<file path="config.mk">
export PLATFORM = sky130hd
export DESIGN_NAME = ncdr_cell
export DESIGN_NICKNAME = d
export VERILOG_FILES = /design/src/hw/rtl/ncdr_pkg.sv /design/src/hw/rtl/ncdr_cell.sv
export SDC_FILE = /design/constraint.sdc
export NUM_CORES = 1
export LEC_CHECK = 0
export ABC_AREA = 1
export BUFFER_PORTS_ARGS = -buffer_cell sky130_fd_sc_hd__buf_2
export CAP_MARGIN = 10
export CORE_MARGIN = 1.5
export CORE_UTILIZATION = 50
export DETAILED_ROUTE_END_ITERATION = 16
export PLACE_DENSITY = 0.76
export SLEW_MARGIN = 15
export SYNTH_ARGS = -nofsm -noshare
export SYNTH_HDL_FRONTEND = slang
export SYNTH_SLANG_ARGS = --single-unit
</file>
<file path="constraint.sdc">
create_clock -name clk -period 17.93 [get_ports clk]
set_input_delay 0.8965 -clock clk [delete_from_list [all_inputs] [get_ports clk]]
set_output_delay 0.8965 -clock clk [all_outputs]
set_load 0.01 [all_outputs]
</file>
<file path="src/hw/rtl/ncdr_pkg.sv">
// Shared types, constants and helpers for the nearest color dither reduction block.
// No dependencies.
package ncdr_pkg;

  localparam int TABLE_DEPTH   = 256;
  localparam int PALETTE_DEPTH = 256;
  localparam int TBL_AW = (TABLE_DEPTH > 1) ? $clog2(TABLE_DEPTH) : 1;
  localparam int PAL_AW = (PALETTE_DEPTH > 1) ? $clog2(PALETTE_DEPTH) : 1;
  // compare width for slot, entry number and entry count
  localparam int CMP_W = (TBL_AW + 1 > 9) ? TBL_AW + 1 : 9;
  localparam int ERR_W = 9;
  localparam logic [ERR_W-1:0] NO_MATCH_ERR = 9'd256;

  typedef enum logic [1:0] {
    CMD_LOAD_ENTRY   = 2'd0,
    CMD_LOAD_PALETTE = 2'd1,
    CMD_PIXEL        = 2'd2,
    CMD_NONE         = 2'd3
  } cmd_t;

  typedef struct packed {
    logic              valid;
    cmd_t              cmd;
    logic [7:0]        slot;
    logic [31:0]       color;
    logic [7:0]        idx_first;
    logic [7:0]        idx_second;
    logic              x_odd;
    logic              y_odd;
    logic [ERR_W-1:0]  best_err;
    logic [TBL_AW-1:0] best_slot;
    logic [7:0]        best_first;
    logic [7:0]        best_second;
  } item_t;

  function automatic logic [7:0] abs_diff8(input logic [7:0] a, input logic [7:0] b);
    abs_diff8 = (a > b) ? (a - b) : (b - a);
  endfunction

  function automatic logic [7:0] cheb_rgb(input logic [23:0] p, input logic [23:0] q);
    logic [7:0] dr;
    logic [7:0] dg;
    logic [7:0] db;
    logic [7:0] m;
    dr = abs_diff8(p[23:16], q[23:16]);
    dg = abs_diff8(p[15:8], q[15:8]);
    db = abs_diff8(p[7:0], q[7:0]);
    m = dr;
    if (dg > m) m = dg;
    if (db > m) m = db;
    cheb_rgb = m;
  endfunction

endpackage

</file>
<file path="src/hw/rtl/ncdr_cell.sv">
// One cell of the search chain: holds one dither entry and compares it to a passing pixel.
// Depends on ncdr_pkg.
module ncdr_cell (
  input  logic                      clk,
  input  logic                      rst_n,
  input  logic                      adv,
  input  logic [ncdr_pkg::TBL_AW-1:0] cell_idx,
  input  logic [ncdr_pkg::CMP_W-1:0]  count,
  input  ncdr_pkg::item_t           item_in,
  output ncdr_pkg::item_t           item_out
);

  logic [23:0]     blend_r;
  logic [7:0]      first_r;
  logic [7:0]      second_r;
  ncdr_pkg::item_t item_r;
  ncdr_pkg::item_t item_nxt;
  logic [7:0]      err;
  logic            hit_load;

  assign hit_load = item_in.valid && (item_in.cmd == ncdr_pkg::CMD_LOAD_ENTRY)
                    && (ncdr_pkg::CMP_W'(item_in.slot) == ncdr_pkg::CMP_W'(cell_idx));
  assign err = ncdr_pkg::cheb_rgb(item_in.color[23:0], blend_r);

  always_comb begin
    item_nxt = item_in;
    if (item_in.valid && (item_in.cmd == ncdr_pkg::CMD_PIXEL)
        && (ncdr_pkg::CMP_W'(cell_idx) < count)
        && ({1'b0, err} < item_in.best_err)) begin
      item_nxt.best_err    = {1'b0, err};
      item_nxt.best_slot   = cell_idx;
      item_nxt.best_first  = first_r;
      item_nxt.best_second = second_r;
    end
  end

  always_ff @(posedge clk) begin
    if (adv && hit_load) begin
      blend_r  <= item_in.color[23:0];
      first_r  <= item_in.idx_first;
      second_r <= item_in.idx_second;
    end
  end

  always_ff @(posedge clk) begin
    if (!rst_n) begin
      item_r <= '0;
    end else if (adv) begin
      item_r <= item_nxt;
    end
  end

  assign item_out = item_r;

endmodule

</file>
==> flow_summary_export.csv <==
group,metric,value,unit
outcome,status,"finished, final reports clean",
power,p_clk_share,39.3,%
synth,syn_area,0.008384,mm^2
worst_setup_path,reg2reg_from,"blend_r[8]",
synth,synth-xor-area-share,2.925,%
power,p_int,0.0006369,W
worst_setup_path,crit_start,"item_in[67]",
drt,final_antenna_net_count,0,
synth,synth_area_per_cell,7.902,um^2
power,vdd_drop_max,0.07171,mV
drt,wirelength,21.89,mm
synth,yosys.area_share.simple,22.68,%
clocking,clk_pin_slew_worst_paths,0.06,ns
die,start_util,50.92,%
place,port-buffer-count,207,
die,pin_count,208,
sta,worst_pin_slew,0.8149,ns
drt,routed_via_density,5.080,
power,switching_share,32.16,%
global_routing,grt_overflow,0,
power,p_per_area,92.49,mW/mm^2
place,pre_cts_ws,9.851,ns
sta,finClkSkew,0.009008,ns
worst_setup_path,cp-start-kind,"input pin",
worst_setup_path,critical_path_class,"in2reg",
synth,synth.yosys.seq_area_share,36.77,%
global_routing,grt_first_pass_wirelength,36.34,mm
die,die_w,132.5,um
clocking,cts.htree.levels,4,
worst_setup_path,cp-end-kind,"register",
drt,wl_per_cell,14.77,um
clocking,cts_root_buf,"clkbuf_16",
worst_setup_path,critPathArrivalTime,8.00,ns
cells_and_area,area_growth,21.07,%
sta,maxSlewHeadroom,45.67,%
drt,drc,0,
global_routing,grt_pass1_vias,7446,
die,die_area,0.01755,mm^2
sta,fin_crit_sh,43.00,%
synth,synth_compound_area_share,14.56,%
min_path,hold_class,"reg2reg",
sta,hold_violations,0,
worst_setup_path,crit_family,"simple AND/OR/NAND/NOR gates",
sta,grt_setup_unrepaired,"no",
worst_setup_path,critical_path.max_fanout,33,
sta,max_freq,129.7,MHz
clocking,cts_resized,0,
synth,synth_area_leaders,"dfxtp_1 22%, edfxtp_1 14%, ha_1 11%",
clocking,clk_latency,0.43,ns
synth,syn_inst,1061,
cells_and_area,final_nets,1442,
clocking,hold_buffers,0,
worst_setup_path,required,18.22,ns
sta,fin_crit,7.710,ns
global_routing,antenna_found_initial,0,
global_routing,grt_max_degree,83,
power,p_leak,5.199,nW
synth,synth_top_area_cell,"dfxtp_1",
job,max-cap-violations,0,
cells_and_area,diodes,0,
clocking,numClockSinks,134,
clocking,postCtsSetupRepairBufs,0,
synth,synth-adder-area-share,12.33,%
synth,synthMuxAreaShare,0.1194,%
die,rows,47,
die,die_y,132.5,um
place,dp_hpwl,16.16,mm
synth,ys_ff_latch,134,
worst_setup_path,critPathSlowestCell,"nand2_4",
synth,ys_types,43,
worst_setup_path,max_stage_delay,0.60,ns
sta,finalSetupViolations,0,
clocking,cts_tree,"done",
clocking,cts_max_path_buffers,2,
sta,slew_violations,0,
synth,synth.top_cell.area_share,22.44,%
power,power.switching,0.0003020,W
min_path,hold_start,"item_out[93]",
power,p_comb_share,25.1,%
drt,first_pass_iters,5,
synth,synth_edf_count,40,
sta,fin_tns_setup,0,ns
synth,yosys_warnings,0,
synth,syn_nets,1254,
power,p_seq_share,35.6,%
clocking,numCtsBuffers,17,
global_routing,grtUsageTotal,25.77,%
cells_and_area,drive_gt1_share,26.55,%
sta,layout_setup_ws,10.22,ns
place,place.gp.congestion,0.8879,
worst_setup_path,path_buf_inv,8,
cells_and_area,nFillCells,1471,
synth,ys.flop_type,"dfxtp_1",
drt,drt_iter0_drc,434,
drt,route.vias.total,7529,
die,core,0.01647,mm^2
synth,async_flop_share,0,%
synth,synth_top_family_by_area,"simple AND/OR/NAND/NOR gates",
-- registers in the layout, indices dropped and copies added (netlist names) --
register	count
item_out	94
blend_r	24
second_r	8
first_r	8
-- per-stage QoR --
stage / instance area (um^2) / hold slack, ns / power, W / std cells / util, %
detailed placement: 9534 / 0.4549 / 0.0005734 / 1450 / 57.90
CTS: 10150 / 0.4643 / 0.0009429 / 1482 / 61.65
global route: 10150 / 0.4715 / 0.0009904 / 1482 / 61.65
global placement: 9534 / 0.4497 / 0.0005677 / 1450 / 57.90
finish: 10150 / 0.4681 / 0.0009389 / 1482 / 61.65
floorplan: 8384 / 0.4858 / 0.0005052 / 1061 / -
-- synth_stat cells, types with 6 or more instances --
master,instances
nand3_2,23
inv_1,175
a21oi_1,76
buf_2,10
nand2_4,19
nand3_1,62
o21ai_0,84
nand2_2,12
nor2_1,95
ha_1,73
xnor2_1,6
o21ai_1,7
fa_1,6
clkbuf_1,30
xor2_1,22
a21oi_2,26
dfxtp_1,94
nand2_1,154
edfxtp_1,40
-- logic make-up (layout without fill, tap and decap cells) --
kind of cell / after synthesis / after routing
mux: 1 / 1
fa+ha+maj: 79 / 79
buf+inv: 223 / 424
flops: 134 / 134
compound gates: 212 / 212
xor+xnor: 28 / 28
simple gates: 384 / 384
-- final timing paths --
path                                     end  slack [ns]  cells after the start
worst max-delay path            item_out[23]       10.22                     41
worst min-delay path            item_out[93]        0.47                      2
worst max register to register  item_out[23]       10.50                     40
worst min register to register  item_out[93]        0.47                      2
-- power groups by stage --
| stage | combinational (W) | sequential, W | clock [W] |
|---|---|---|---|
| after floorplan | 0.000158 | 0.000347 | 0 |
| after global placement | 0.000227 | 0.000340 | 0 |
| after detailed placement | 0.000233 | 0.000341 | 0 |
| after CTS | 0.000235 | 0.000334 | 0.000374 |
| after global routing | 0.000268 | 0.000336 | 0.000387 |
| final | 0.000235 | 0.000335 | 0.000369 |
-- metal layers --
layer  GRT usage (%)  vias to the layer above  wire (um)
met4           11.29                        0        716
met3           5.670                       45       1259
li1                -                     3805          -
met5               0                        -          0
met1           32.68                     3417       9818
met2           42.35                      262      10090
-- cells in the final DEF, fill, tap and decap left out, types with 4 or more instances in the layout --
master     count
ha_1          73
o21ai_0       84
nand2_4       19
buf_2        206
o221ai_1       5
inv_6          6
a211oi_1       4
xor2_1        22
nand3_2       23
edfxtp_1      40
dfxtp_1       94
nand3_1       62
xnor2_1        6
buf_4          7
inv_1        175
nand2_2       12
a21oi_1       76
nor2_1        94
o21ai_1        7
a21oi_2       26
clkbuf_16     17
fa_1           6
nand4_1        4
nand2_1      154
-- worst min-delay path: cells and delay by family (launching register included) --
family             cells  cell delay, ns
DFF                    1            0.31
and+or+nand+nor        1            0.06
AOI/OAI and AO/OA      1            0.06
-- layout make-up --
type,count,area (um^2),area share [%]
multi-input cells,704,4420,43.55
well taps,220,275.3,2.712
clock buffers,17,425.4,4.191
flip-flops and latches,134,3083,30.37
clock inverters,15,191.4,1.886
inverters,179,671.9,6.619
repair buffers,213,1084,10.67
Power figures use the tool's default switching activity.
